--- config.mk ---
export PLATFORM = sky130hd
export DESIGN_NAME = stereo_tremolo_autopan_flat
export DESIGN_NICKNAME = d
export VERILOG_FILES = /design/src/rtl/stap_pkg.sv /design/src/rtl/stap_if.sv /design/src/rtl/stap_regs.sv /design/src/rtl/stap_lfo.sv /design/src/rtl/stap_lane.sv /design/src/rtl/stereo_tremolo_autopan.sv /design/src/flat_wrapper.sv
export SDC_FILE = /design/constraint.sdc
export NUM_CORES = 2
export LEC_CHECK = 0
export ABC_AREA = 0
export BUFFER_PORTS_ARGS = -buffer_cell sky130_fd_sc_hd__buf_4
export CAP_MARGIN = 20
export CELL_PAD_IN_SITES_DETAIL_PLACEMENT = 2
export CELL_PAD_IN_SITES_GLOBAL_PLACEMENT = 2
export CORE_AREA = 2 2 403 405
export DETAILED_ROUTE_END_ITERATION = 10
export DIE_AREA = 0 0 405 407
export HOLD_SLACK_MARGIN = 0.03
export PLACE_DENSITY_LB_ADDON = 0.1
export SKIP_CTS_REPAIR_TIMING = 1
export SLEW_MARGIN = 20
export SYNTH_ARGS = -nofsm -noshare
export SYNTH_HDL_FRONTEND = slang
export SYNTH_SLANG_ARGS = --single-unit
--- constraint.sdc ---
create_clock -name clk -period 24.7 [get_ports clk]
set_input_delay 4.94 -clock clk [delete_from_list [all_inputs] [get_ports clk]]
set_output_delay 4.94 -clock clk [all_outputs]
set_load 0.02 [all_outputs]
--- src/rtl/stap_pkg.sv ---
// shared types, constants and lookup tables for the stereo tremolo / auto-pan block
`default_nettype none

package stap_pkg;

    // configuration port geometry
    localparam int CFG_ADDR_W = 4;
    localparam int PDATA_W    = 32;
    localparam int STEP_W     = 24;
    localparam int DEPTH_W    = 8;

    // sine table geometry
    localparam int SINE_ADDR_W = 8;
    localparam int SINE_DEPTH  = 1 << SINE_ADDR_W;
    localparam int DEPTH_LEVELS = 1 << DEPTH_W;

    // reset values of the registers
    localparam logic [STEP_W-1:0]  PHASE_STEP_RST = 24'd1000;
    localparam logic [DEPTH_W-1:0] DEPTH_RST      = 8'd96;

    // Q15 gains and lfo values in 18 bits, range -4 to just under +4
    typedef logic signed [17:0] gain_t;
    localparam gain_t Q15_ONE = 18'sd32768;

    // register indexes
    typedef enum logic [1:0] {
        REG_PHASE_STEP = 2'd0,
        REG_DEPTH      = 2'd1,
        REG_LFO_SHAPE  = 2'd2,
        REG_GAIN_MODE  = 2'd3
    } reg_idx_t;

    typedef enum logic [1:0] {
        SHAPE_SINE     = 2'd0,
        SHAPE_SQUARE   = 2'd1,
        SHAPE_SAW      = 2'd2,
        SHAPE_TRIANGLE = 2'd3
    } lfo_shape_t;

    // code 3 is unused and behaves as both
    typedef enum logic [1:0] {
        MODE_TREMOLO = 2'd0,
        MODE_PAN     = 2'd1,
        MODE_BOTH    = 2'd2
    } gain_mode_t;

    typedef struct packed {
        logic [STEP_W-1:0]  phase_step;
        logic [DEPTH_W-1:0] depth;
        lfo_shape_t         lfo_shape;
        gain_mode_t         gain_mode;
    } cfg_t;

    // per-lane controls: mix enable from the sequencer, gain mode from the registers
    typedef struct packed {
        logic       mix_en;
        gain_mode_t mode;
    } lane_ctrl_t;

    typedef logic signed [15:0] sine_lut_t [SINE_DEPTH];
    typedef logic [15:0] depth_lut_t [DEPTH_LEVELS];

    // sine in Q15 from a Q30 Taylor series, evaluated at elaboration
    function automatic sine_lut_t build_sine_lut();
        sine_lut_t         lut;
        longint unsigned   u;
        longint unsigned   x;
        longint unsigned   x2;
        longint unsigned   t;
        longint unsigned   s;
        longint unsigned   r;
        bit                neg;
        for (int k = 0; k < SINE_DEPTH; k++)
        begin
            u = (64'(k) << 32) / SINE_DEPTH;
            neg = 1'b0;
            if (u >= 64'h8000_0000)
            begin
                neg = 1'b1;
                u = u - 64'h8000_0000;
            end
            if (u > 64'h4000_0000)
                u = 64'h8000_0000 - u;
            x  = (u * 64'd6746518852) >> 32;
            x2 = (x * x) >> 30;
            t  = 64'd1073741824;
            t  = 64'd1073741824 - ((x2 * t) >> 30) / 156;
            t  = 64'd1073741824 - ((x2 * t) >> 30) / 110;
            t  = 64'd1073741824 - ((x2 * t) >> 30) / 72;
            t  = 64'd1073741824 - ((x2 * t) >> 30) / 42;
            t  = 64'd1073741824 - ((x2 * t) >> 30) / 20;
            t  = 64'd1073741824 - ((x2 * t) >> 30) / 6;
            s  = (x * t) >> 30;
            r  = (s + 64'd16384) >> 15;
            if (r > 64'd32767)
                r = 64'd32767;
            lut[k] = neg ? -16'(r) : 16'(r);
        end
        return lut;
    endfunction

    // depth in Q15: round(depth * 32768 / 255)
    function automatic depth_lut_t build_depth_lut();
        depth_lut_t lut;
        for (int i = 0; i < DEPTH_LEVELS; i++)
        begin
            lut[i] = 16'((i * 32768 + 127) / 255);
        end
        return lut;
    endfunction

    localparam sine_lut_t  SINE_LUT  = build_sine_lut();
    localparam depth_lut_t DEPTH_LUT = build_depth_lut();

endpackage

`default_nettype wire

--- src/rtl/stap_if.sv ---
// sample-pair channels: input pair and output pair, valid/ready handshake
`default_nettype none

interface stap_in_if #(
    parameter int SAMPLE_WIDTH = 16
);
    logic                           valid;
    logic                           ready;
    logic signed [SAMPLE_WIDTH-1:0] left_in;
    logic signed [SAMPLE_WIDTH-1:0] right_in;

    modport source (output valid, output left_in, output right_in, input ready);
    modport sink   (input valid, input left_in, input right_in, output ready);
endinterface

interface stap_out_if #(
    parameter int SAMPLE_WIDTH = 16
);
    logic                           valid;
    logic                           ready;
    logic signed [SAMPLE_WIDTH-1:0] left_out;
    logic signed [SAMPLE_WIDTH-1:0] right_out;

    modport source (output valid, output left_out, output right_out, input ready);
    modport sink   (input valid, input left_out, input right_out, output ready);
endinterface

`default_nettype wire

--- src/rtl/stap_regs.sv ---
// apb register file: phase step, depth, lfo shape, gain mode
`default_nettype none

module stap_regs (
    input  wire logic                         clk,
    input  wire logic                         rst_n,
    input  wire logic                         psel,
    input  wire logic                         penable,
    input  wire logic                         pwrite,
    input  wire logic [stap_pkg::CFG_ADDR_W-1:0] paddr,
    input  wire logic [stap_pkg::PDATA_W-1:0] pwdata,
    output logic      [stap_pkg::PDATA_W-1:0] prdata,
    output logic                              pready,
    output stap_pkg::cfg_t                    cfg
);

    stap_pkg::cfg_t      cfg_reg;
    stap_pkg::reg_idx_t  reg_idx;
    logic                wr_en;

    assign reg_idx = stap_pkg::reg_idx_t'(paddr[3:2]);
    assign wr_en   = psel && penable && pwrite;
    assign pready  = 1'b1;
    assign cfg     = cfg_reg;

    // register writes
    always_ff @(posedge clk or negedge rst_n)
    begin
        if (!rst_n)
        begin
            cfg_reg.phase_step <= stap_pkg::PHASE_STEP_RST;
            cfg_reg.depth      <= stap_pkg::DEPTH_RST;
            cfg_reg.lfo_shape  <= stap_pkg::SHAPE_SINE;
            cfg_reg.gain_mode  <= stap_pkg::MODE_TREMOLO;
        end
        else if (wr_en)
        begin
            unique case (reg_idx)
                stap_pkg::REG_PHASE_STEP:
                    cfg_reg.phase_step <= pwdata[stap_pkg::STEP_W-1:0];
                stap_pkg::REG_DEPTH:
                    cfg_reg.depth <= pwdata[stap_pkg::DEPTH_W-1:0];
                stap_pkg::REG_LFO_SHAPE:
                    cfg_reg.lfo_shape <= stap_pkg::lfo_shape_t'(pwdata[1:0]);
                stap_pkg::REG_GAIN_MODE:
                    cfg_reg.gain_mode <= stap_pkg::gain_mode_t'(pwdata[1:0]);
                default:
                begin
                end
            endcase
        end
    end

    // read mux
    always_comb
    begin
        unique case (reg_idx)
            stap_pkg::REG_PHASE_STEP:
                prdata = stap_pkg::PDATA_W'(cfg_reg.phase_step);
            stap_pkg::REG_DEPTH:
                prdata = stap_pkg::PDATA_W'(cfg_reg.depth);
            stap_pkg::REG_LFO_SHAPE:
                prdata = stap_pkg::PDATA_W'(cfg_reg.lfo_shape);
            stap_pkg::REG_GAIN_MODE:
                prdata = stap_pkg::PDATA_W'(cfg_reg.gain_mode);
            default:
                prdata = '0;
        endcase
    end

endmodule

`default_nettype wire

--- src/rtl/stap_lfo.sv ---
// phase accumulator and lfo waveform generator
`default_nettype none

module stap_lfo #(
    parameter int PHASE_WIDTH = 24
) (
    input  wire logic                          clk,
    input  wire logic                          rst_n,
    input  wire logic                          advance,
    input  wire logic [stap_pkg::STEP_W-1:0]   phase_step,
    input  wire stap_pkg::lfo_shape_t          lfo_shape,
    output stap_pkg::gain_t                    lfo
);

    logic [PHASE_WIDTH-1:0]            phase_acc_reg;
    logic [PHASE_WIDTH-1:0]            phase_acc_next;
    logic [15:0]                       p16;
    logic [stap_pkg::SINE_ADDR_W-1:0]  sine_idx;
    stap_pkg::gain_t                   centered;
    stap_pkg::gain_t                   mag;

    assign p16      = phase_acc_reg[PHASE_WIDTH-1 -: 16];
    assign sine_idx = phase_acc_reg[PHASE_WIDTH-1 -: stap_pkg::SINE_ADDR_W];
    assign phase_acc_next = phase_acc_reg + PHASE_WIDTH'(phase_step);

    // phase wraps modulo the accumulator width
    always_ff @(posedge clk or negedge rst_n)
    begin
        if (!rst_n)
            phase_acc_reg <= '0;
        else if (advance)
            phase_acc_reg <= phase_acc_next;
    end

    // waveform select
    always_comb
    begin
        centered = stap_pkg::gain_t'({2'b00, p16}) - stap_pkg::Q15_ONE;
        mag      = (centered < 0) ? -centered : centered;
        case (lfo_shape)
            stap_pkg::SHAPE_SINE:
                lfo = stap_pkg::gain_t'(stap_pkg::SINE_LUT[sine_idx]);
            stap_pkg::SHAPE_SQUARE:
                lfo = p16[15] ? -stap_pkg::Q15_ONE : stap_pkg::Q15_ONE;
            stap_pkg::SHAPE_SAW:
                lfo = centered;
            stap_pkg::SHAPE_TRIANGLE:
                lfo = stap_pkg::Q15_ONE - (mag <<< 1);
            default:
                lfo = centered;
        endcase
    end

endmodule

`default_nettype wire

--- src/rtl/stap_lane.sv ---
// one channel lane: tremolo, pan or combined gain, then scale and saturate the sample
`default_nettype none

module stap_lane #(
    parameter int SAMPLE_WIDTH = 16
) (
    input  wire logic                           clk,
    input  wire stap_pkg::lane_ctrl_t           ctrl,
    input  wire logic signed [SAMPLE_WIDTH-1:0] sample,
    input  wire stap_pkg::gain_t                trem,
    input  wire stap_pkg::gain_t                pan,
    output logic signed [SAMPLE_WIDTH-1:0]      scaled
);

    localparam int PW = SAMPLE_WIDTH + 18;
    localparam logic signed [PW-1:0] SAT_HI = PW'((64'sd1 <<< (SAMPLE_WIDTH - 1)) - 1);
    localparam logic signed [PW-1:0] SAT_LO = ~SAT_HI;

    logic signed [35:0]   mix_prod;
    logic signed [35:0]   mix_rnd;
    stap_pkg::gain_t      gain_next;
    stap_pkg::gain_t      gain_reg;
    logic signed [PW-1:0] out_prod;
    logic signed [PW-1:0] out_rnd;

    // tremolo times pan, rounded back to q15
    assign mix_prod = trem * pan;
    assign mix_rnd  = (mix_prod + 36'sd16384) >>> 15;

    always_comb
    begin
        case (ctrl.mode)
            stap_pkg::MODE_TREMOLO: gain_next = trem;
            stap_pkg::MODE_PAN:     gain_next = pan;
            default:                gain_next = stap_pkg::gain_t'(mix_rnd[17:0]);
        endcase
    end

    always_ff @(posedge clk)
    begin
        if (ctrl.mix_en)
            gain_reg <= gain_next;
    end

    // sample times gain, round half up, clamp
    assign out_prod = sample * gain_reg;
    assign out_rnd  = (out_prod + PW'(16384)) >>> 15;

    always_comb
    begin
        if (out_rnd > SAT_HI)
            scaled = SAT_HI[SAMPLE_WIDTH-1:0];
        else if (out_rnd < SAT_LO)
            scaled = SAT_LO[SAMPLE_WIDTH-1:0];
        else
            scaled = out_rnd[SAMPLE_WIDTH-1:0];
    end

endmodule

`default_nettype wire

--- src/rtl/stereo_tremolo_autopan.sv ---
// top level of the stereo tremolo / auto-pan block
// Each accepted stereo pair passes through IDLE, GAIN, MIX and SCALE: the
// accept cycle samples the lfo and depth, GAIN forms the tremolo and pan gains,
// MIX has the two lanes combine them, and SCALE has them scale and saturate
// into the output register once free; three dependent multiplies set this chain.
// One pair is processed at a time; the next pair is taken as soon as the
// finished result sits in the output register, even while it waits to be read.
// The phase accumulator advances by phase_step after every pair. Registers are
// written over apb and should only change while no pair is in flight.
`default_nettype none

module stereo_tremolo_autopan #(
    parameter int SAMPLE_WIDTH = 16,
    parameter int PHASE_WIDTH  = 24
) (
    input  wire logic                            clk,
    input  wire logic                            rst_n,
    stap_in_if.sink                              din,
    stap_out_if.source                           dout,
    input  wire logic                            psel,
    input  wire logic                            penable,
    input  wire logic                            pwrite,
    input  wire logic [stap_pkg::CFG_ADDR_W-1:0] paddr,
    input  wire logic [stap_pkg::PDATA_W-1:0]    pwdata,
    output logic      [stap_pkg::PDATA_W-1:0]    prdata,
    output logic                                 pready
);

    typedef enum logic [3:0] {
        ST_IDLE  = 4'b0001,
        ST_GAIN  = 4'b0010,
        ST_MIX   = 4'b0100,
        ST_SCALE = 4'b1000
    } state_t;

    state_t                          state_reg;
    state_t                          state_next;
    stap_pkg::cfg_t                  cfg;
    stap_pkg::gain_t                 lfo;
    stap_pkg::lane_ctrl_t            lane_ctrl;
    logic                            accept;
    logic                            out_free;
    logic                            out_load;
    logic signed [SAMPLE_WIDTH-1:0]  left_s_reg;
    logic signed [SAMPLE_WIDTH-1:0]  right_s_reg;
    stap_pkg::gain_t                 lfo_reg;
    logic [15:0]                     d_reg;
    stap_pkg::gain_t                 d_s;
    stap_pkg::gain_t                 trem_sum;
    logic signed [35:0]              trem_prod;
    logic signed [35:0]              trem_rnd;
    logic signed [35:0]              half_prod;
    logic signed [35:0]              half_rnd;
    stap_pkg::gain_t                 trem_next;
    stap_pkg::gain_t                 half_next;
    stap_pkg::gain_t                 trem_reg;
    stap_pkg::gain_t                 half_reg;
    stap_pkg::gain_t                 pan_left;
    stap_pkg::gain_t                 pan_right;
    logic signed [SAMPLE_WIDTH-1:0]  left_scaled;
    logic signed [SAMPLE_WIDTH-1:0]  right_scaled;
    logic signed [SAMPLE_WIDTH-1:0]  left_out_reg;
    logic signed [SAMPLE_WIDTH-1:0]  right_out_reg;
    logic                            out_valid_reg;

    // configuration registers
    stap_regs u_regs (
        .clk     (clk),
        .rst_n   (rst_n),
        .psel    (psel),
        .penable (penable),
        .pwrite  (pwrite),
        .paddr   (paddr),
        .pwdata  (pwdata),
        .prdata  (prdata),
        .pready  (pready),
        .cfg     (cfg)
    );

    // lfo, advanced once per accepted item
    stap_lfo #(
        .PHASE_WIDTH (PHASE_WIDTH)
    ) u_lfo (
        .clk        (clk),
        .rst_n      (rst_n),
        .advance    (accept),
        .phase_step (cfg.phase_step),
        .lfo_shape  (cfg.lfo_shape),
        .lfo        (lfo)
    );

    // handshake and sequencer
    assign din.ready = (state_reg == ST_IDLE);
    assign accept    = din.valid && (state_reg == ST_IDLE);
    assign out_free  = !out_valid_reg || dout.ready;
    assign out_load  = (state_reg == ST_SCALE) && out_free;

    always_comb
    begin
        state_next = state_reg;
        unique case (state_reg)
            ST_IDLE:  if (din.valid) state_next = ST_GAIN;
            ST_GAIN:  state_next = ST_MIX;
            ST_MIX:   state_next = ST_SCALE;
            ST_SCALE: if (out_free) state_next = ST_IDLE;
            default:  state_next = ST_IDLE;
        endcase
    end

    always_ff @(posedge clk or negedge rst_n)
    begin
        if (!rst_n)
            state_reg <= ST_IDLE;
        else
            state_reg <= state_next;
    end

    // capture the pair, lfo value and depth on accept
    always_ff @(posedge clk)
    begin
        if (accept)
        begin
            left_s_reg  <= din.left_in;
            right_s_reg <= din.right_in;
            lfo_reg     <= lfo;
            d_reg       <= stap_pkg::DEPTH_LUT[cfg.depth];
        end
    end

    // shared gain stage: tremolo gain and pan half-swing
    assign d_s       = stap_pkg::gain_t'({2'b00, d_reg});
    assign trem_sum  = stap_pkg::Q15_ONE + lfo_reg;
    assign trem_prod = d_s * trem_sum;
    assign trem_rnd  = (trem_prod + 36'sd32768) >>> 16;
    assign half_prod = d_s * lfo_reg;
    assign half_rnd  = (half_prod + 36'sd32768) >>> 16;
    assign trem_next = stap_pkg::Q15_ONE - stap_pkg::gain_t'(trem_rnd[17:0]);
    assign half_next = stap_pkg::gain_t'(half_rnd[17:0]);

    always_ff @(posedge clk)
    begin
        if (state_reg == ST_GAIN)
        begin
            trem_reg <= trem_next;
            half_reg <= half_next;
        end
    end

    assign pan_left  = stap_pkg::Q15_ONE - half_reg;
    assign pan_right = stap_pkg::Q15_ONE + half_reg;

    assign lane_ctrl.mix_en = (state_reg == ST_MIX);
    assign lane_ctrl.mode   = cfg.gain_mode;

    // left and right lanes
    stap_lane #(
        .SAMPLE_WIDTH (SAMPLE_WIDTH)
    ) u_lane_left (
        .clk    (clk),
        .ctrl   (lane_ctrl),
        .sample (left_s_reg),
        .trem   (trem_reg),
        .pan    (pan_left),
        .scaled (left_scaled)
    );

    stap_lane #(
        .SAMPLE_WIDTH (SAMPLE_WIDTH)
    ) u_lane_right (
        .clk    (clk),
        .ctrl   (lane_ctrl),
        .sample (right_s_reg),
        .trem   (trem_reg),
        .pan    (pan_right),
        .scaled (right_scaled)
    );

    // merge the lanes into the output register
    always_ff @(posedge clk or negedge rst_n)
    begin
        if (!rst_n)
            out_valid_reg <= 1'b0;
        else if (out_load)
            out_valid_reg <= 1'b1;
        else if (dout.ready)
            out_valid_reg <= 1'b0;
    end

    always_ff @(posedge clk)
    begin
        if (out_load)
        begin
            left_out_reg  <= left_scaled;
            right_out_reg <= right_scaled;
        end
    end

    assign dout.valid     = out_valid_reg;
    assign dout.left_out  = left_out_reg;
    assign dout.right_out = right_out_reg;

endmodule

`default_nettype wire

--- src/flat_wrapper.sv ---
// flat-port wrapper written by rule: the top's interface ports become plain ports
module stereo_tremolo_autopan_flat 
#(
    parameter int SAMPLE_WIDTH = 16,
    parameter int PHASE_WIDTH  = 24
)
  (clk, rst_n, psel, penable, pwrite, paddr, pwdata, prdata, pready, din_valid, din_left_in, din_right_in, din_ready, dout_valid, dout_left_out, dout_right_out, dout_ready);
  stap_in_if #(.SAMPLE_WIDTH(SAMPLE_WIDTH)) din_i ();
  stap_out_if #(.SAMPLE_WIDTH(SAMPLE_WIDTH)) dout_i ();
  input  wire logic clk;
  input  wire logic rst_n;
  input  wire logic psel;
  input  wire logic penable;
  input  wire logic pwrite;
  input  wire logic [stap_pkg::CFG_ADDR_W-1:0] paddr;
  input  wire logic [stap_pkg::PDATA_W-1:0] pwdata;
  output logic      [stap_pkg::PDATA_W-1:0] prdata;
  output logic pready;
  input wire logic [$bits(din_i.valid)-1:0] din_valid;
  input wire logic [$bits(din_i.left_in)-1:0] din_left_in;
  input wire logic [$bits(din_i.right_in)-1:0] din_right_in;
  output wire logic [$bits(din_i.ready)-1:0] din_ready;
  output wire logic [$bits(dout_i.valid)-1:0] dout_valid;
  output wire logic [$bits(dout_i.left_out)-1:0] dout_left_out;
  output wire logic [$bits(dout_i.right_out)-1:0] dout_right_out;
  input wire logic [$bits(dout_i.ready)-1:0] dout_ready;
  assign din_i.valid = din_valid;
  assign din_i.left_in = din_left_in;
  assign din_i.right_in = din_right_in;
  assign din_ready = din_i.ready;
  assign dout_valid = dout_i.valid;
  assign dout_left_out = dout_i.left_out;
  assign dout_right_out = dout_i.right_out;
  assign dout_i.ready = dout_ready;
  stereo_tremolo_autopan #(.SAMPLE_WIDTH(SAMPLE_WIDTH), .PHASE_WIDTH(PHASE_WIDTH)) u_core (.clk(clk), .rst_n(rst_n), .din(din_i), .dout(dout_i), .psel(psel), .penable(penable), .pwrite(pwrite), .paddr(paddr), .pwdata(pwdata), .prdata(prdata), .pready(pready));
endmodule
# [Word level (Yosys, flattened, before mapping)]
# Memory sizes are Yosys's and may differ from the RTL's. A register that Yosys moved wholly into a read port is not among the register bits.
# Cells that the tools add are included.
[totals] output_inout_bits=67 wordCells=89 ff_bits=219 input_bits=75 mem_bits_ro=8192 memories=2
[mem_list] name="(name not given)" words=256 width=16 read_ports=1 rd_ports_with_merged_regs=0 wr=0 line="stap_lfo.sv:42" rtl="lfo = stap_pkg::gain_t'(stap_pkg::SINE_LUT[sine_idx]);"
[mem_list] name="(name not given)" words=256 width=16 read_ports=1 rd_ports_with_merged_regs=1 wr=0 line="stereo_tremolo_autopan.sv:126" rtl="d_reg <= stap_pkg::DEPTH_LUT[cfg.depth];"
[classes] reduce_logical=15 n_mux=15 add_sub_neg=14 order_cmp=6 n_bitwise=2 multipliers=6 eq_ne=13
[ops] operator="$pmux 32 s4" count=1
[ops] operator="$pmux 18 s2" count=2
[ops] operator="$pmux 18 s4" count=1
[ops] operator="$add 34x16->34 const B" count=2
[ops] operator="$add 34x17->34 const B" count=2
[ops] operator="$mul 16x18->34" count=2
[ops] operator="$mul 17x18->34" count=2
[ops] operator="$add 33x16->33 const B" count=2
[ops] operator="$mul 18x18->33" count=2
[ops] operator="$mux 16" count=4
[ops] operator="$sub 17x18->18 const A" count=3
[ops] operator="$gt 19x16->1 const B" count=2
[ops] operator="$lt 19x16->1 const B" count=2
[ops] operator="$add 17x18->18 const A" count=2
[ops] operator="$add 24x24->24" count=1
[ops] operator="$mux 18" count=1
[ops] operator="$not 8->9" count=2
[ops] operator="$lt 17x1->1 const B" count=1
[ops] operator="$mux 17" count=1
[ops] operator="$neg 17->17" count=1
[ops] operator="$sub 16x16->17 const B" count=1
[ops] operator="$pmux 4 s4" count=1
[ops] operator="$reduce_and 2->1" count=5
[ops] operator="$ge 9x9->1 const B" count=1
[ops] operator="other kinds (15)" count=27

# [Depth between registers and ports, before layout]
[depth] word_depth=5 mapped_depth=33 mapped_depth_nobuf=31

# [Cells and area by module]
# From an unflattened synthesis, not the netlist that was laid out.
[hier_totals] cells_unflattened=8222 hier_area_um2=75207.1
[by_module_without_submodules] mod="stap_lane (u_core.u_lane_left)" area_per_inst_um2=22551.6 seq_area_each_um2=540.5 n_inst=1 cells_each=2475
[by_module_without_submodules] mod="stap_lane (u_core.u_lane_right)" area_per_inst_um2=22236.3 seq_area_each_um2=540.5 n_inst=1 cells_each=2407
[by_module_without_submodules] mod="stereo_tremolo_autopan" area_per_inst_um2=21185.3 seq_area_each_um2=4150.2 n_inst=1 cells_each=2047
[by_module_without_submodules] mod="stap_lfo" area_per_inst_um2=7512.2 seq_area_each_um2=600.6 n_inst=1 cells_each=1167
[by_module_without_submodules] mod="stap_regs" area_per_inst_um2=1721.7 seq_area_each_um2=910.9 n_inst=1 cells_each=126

# [Worst setup path after synthesis]
# Ideal clock, no wire load.
[synth_timing] path_type="input to output" startpoint="in paddr[2] (netlist name)" endpoint="out prdata[0] (netlist name)" stages=2 arrival_time_ns=5.967 slack_ns=13.793 n_path_buf=1 path_cell_list="buf_1 mux4_2"
[synth_between] elab_chain_len=2
[synth_lines] element="start: declaration" line="flat_wrapper.sv:15" rtl="input wire logic [stap_pkg::CFG_ADDR_W-1:0] paddr;"
[synth_lines] element="$eq 2x2->1 (tied with other cells)" line="stap_regs.sv:57" rtl="unique case (reg_idx)"
[synth_lines] element="$pmux 32 s4 (*)" line="stap_regs.sv:57"
[synth_lines] element="end: declaration" line="flat_wrapper.sv:17" rtl="output logic [stap_pkg::PDATA_W-1:0] prdata;"
# Every way passes the cells marked *; elsewhere a longest branch is shown, timed or not. The select of a mux whose other input is x is not followed.

# [Worst setup path in the final report]
[layout_timing] startpoint="in paddr[2] (netlist name)" endpoint="out prdata[16] (netlist name)"
# The elaborated chain is that of the path after synthesis.

==> reports/summary.txt <==
Die X: 405 um
CP Launch Type: input pin
Vias/cell: 5.56
Avg Inst Size Synth: 9.18 um2
Slew margin rel.: 0.206
Distinct cell type count after synthesis: 91
Setup Crit Path Kind: in2out
Antenna Nets Post-Route: 0
Worst skew pair latency: 650 ps
DRC violations left: 0
Main synth FF type: edfxtp_1
Initial cell density of the core: 0.458
Result of the run: finished, final reports clean
Total CTS buffers: 38
Routed WL per cell: 25.2 um
First-pass GRT wire length: 397000 um
Final setup viols: 0
Clk sink count: 235
Die Area: 165000 um2
Fin Hold WS: 500 ps
Slew Viols, Final: 0
Tightest Pin Transition: 1180 ps
Hold violation count in the final report: 0
Synthesized flop and latch total: 235
Min cycle time layout: 10820 ps
Die Y: 407 um
Max reg flops: 36
Seq/Total Area, Yosys: 0.0918
Reg2reg setup slack: 14610 ps
Crit path required time: 19760 ps
Final net count: 10100
Root Buffer: clkbuf_16
IO Port Bufs: 122
Vias: 55900
Cell area after synthesis: 73400 um2
Synth Instances: 7996
Boundary Pins: 142
Grt total ovfl: 0
Total GRT Usage: 0.316
Number of global-route vias before repair: 67900
Hold crit path type: reg2reg
Post-DP HPWL: 200000 um
Initial drt markers: 3173
CTS Buffer Depth: 3
Layout cells sized above 1: 0.0486
Htree depth: 2
Clock skew: 27.0 ps
Post-synth EDFFs: 170
Routability-driven placement congestion ratio: 0.927
Antenna violations before repair: 1
CP max FO: 16
Core Rows: 147
Unrepaired setup endpoints after global routing: false
Reg clk slew, reported paths: 60 ps
Crit end category: output port
Core Box Area: 160000 um2
Max Clock Freq: 0.0924 GHz
Setup TNS: 0 ps
Warnings, synthesis: 0
Area growth syn-to-layout: 5.65%
Maximum number of pins on one net before global-route repair: 82
CTS tree: built
DRT Pass-1 Iters: 5
Critical Path AT: 5880 ps
Asr flop ratio synth: 0.277
Max-cap violations: 0
WL final: 253000 um
Final cycle utilization of the critical path: 0.438
-- worst max-delay path: stages --
cell,delay [ps]
buf_4,180
nor2_1,120
buf_4,260
and2_1,200
buf_4,160
-- layer usage --
layer	track usage	wire (um)
met3	0.0299	9700
met1	0.383	99700
met4	0.124	10700
met5	0	0
met2	0.577	133000
-- worst paths after layout --
check,startpoint,to,cells after the start
worst max-delay path,paddr[2],prdata[16],5
worst min-delay path,u_core.u_lfo.phase_acc_reg[2],u_core.u_lfo.phase_acc_reg[2],2
worst max register to register,u_core.half_reg[2],u_core.u_lane_left.gain_reg[17],28
worst min register to register,u_core.u_lfo.phase_acc_reg[2],u_core.u_lfo.phase_acc_reg[2],2
max in group asynchronous,rst_n,u_core.u_regs.cfg[0],1
min in group asynchronous,rst_n,u_core.u_regs.cfg[30],1
-- Yosys cell counts (13+ instances only) --
cell type | number | share of area
a211oi_1 | 67 | 0.0069
a21o_1 | 55 | 0.0056
a21oi_1 | 229 | 0.016
a311oi_1 | 18 | 0.0021
a31oi_1 | 36 | 0.0031
and2_1 | 717 | 0.061
and3_1 | 41 | 0.0035
buf_1 | 35 | 0.0018
clkbuf_1 | 362 | 0.019
dfrtp_1 | 56 | 0.019
edfxtp_1 | 170 | 0.070
fa_1 | 1630 | 0.44
ha_1 | 500 | 0.085
inv_1 | 1804 | 0.092
mux2_2 | 33 | 0.0051
mux2i_1 | 22 | 0.0030
nand2_1 | 944 | 0.048
nand2b_1 | 62 | 0.0053
nand3_1 | 51 | 0.0035
nand4_1 | 15 | 0.0013
nor2_1 | 242 | 0.012
nor2b_1 | 67 | 0.0057
nor3_1 | 57 | 0.0039
nor4_1 | 13 | 0.0011
o211ai_1 | 30 | 0.0031
o21a_1 | 26 | 0.0027
o21ai_0 | 175 | 0.012
o21ai_1 | 17 | 0.0012
o221ai_1 | 13 | 0.0016
o22ai_1 | 26 | 0.0022
o311ai_0 | 14 | 0.0017
o31ai_1 | 14 | 0.0014
or2_2 | 13 | 0.0011
or3_1 | 13 | 0.0011
xnor2_1 | 167 | 0.020
xor2_1 | 86 | 0.010
-- placed cells by master (no fill, tap or decap), types with 67 or more instances in the layout --
master,netlist,final
a21oi_1,229,229
inv_1,1804,1803
o21ai_0,175,175
nor2b_1,67,67
buf_4,9,223
a211oi_1,67,67
nand2_1,944,944
nor2_1,242,241
ha_1,500,500
xor2_1,86,85
edfxtp_1,170,170
fa_1,1630,1630
xnor2_1,167,166
and2_1,717,716
-- cell families after synthesis --
logic type,after synthesis,synth area share
other cells,2,0.000102
compound gates,835,0.0735
buf+inv,2217,0.114
simple gates,2266,0.152
flops,235,0.0918
fa+ha+maj,2130,0.530
mux,58,0.00898
xor+xnor,253,0.0302
-- through the flow --
stage,area [um2],instances,utilization,setup slack (ps)
after floorplan,73500,8003,-,13790
after global placement,76300,9975,0.476,13920
after detailed placement,76300,9975,0.476,13900
after CTS,77600,10000,0.484,13850
after global routing,77600,10000,0.484,13790
final,77600,10000,0.484,13880
-- layout make-up --
type | instances | area [um2]
Tap cell | 2160 | 2700
Timing Repair Buffer | 223 | 1670
Inverter | 1806 | 6780
Clock inverter | 26 | 254
Clock buffer | 43 | 1000
Sequential cell | 235 | 6760
Antenna cell | 3 | 7.51
Fill cell | 17100 | 82600
Multi-Input combinational cell | 5551 | 58400
Power is left out: the tool's default activity adds up to more than one toggle a clock period on the data nets, which glitch-free logic cannot reach.
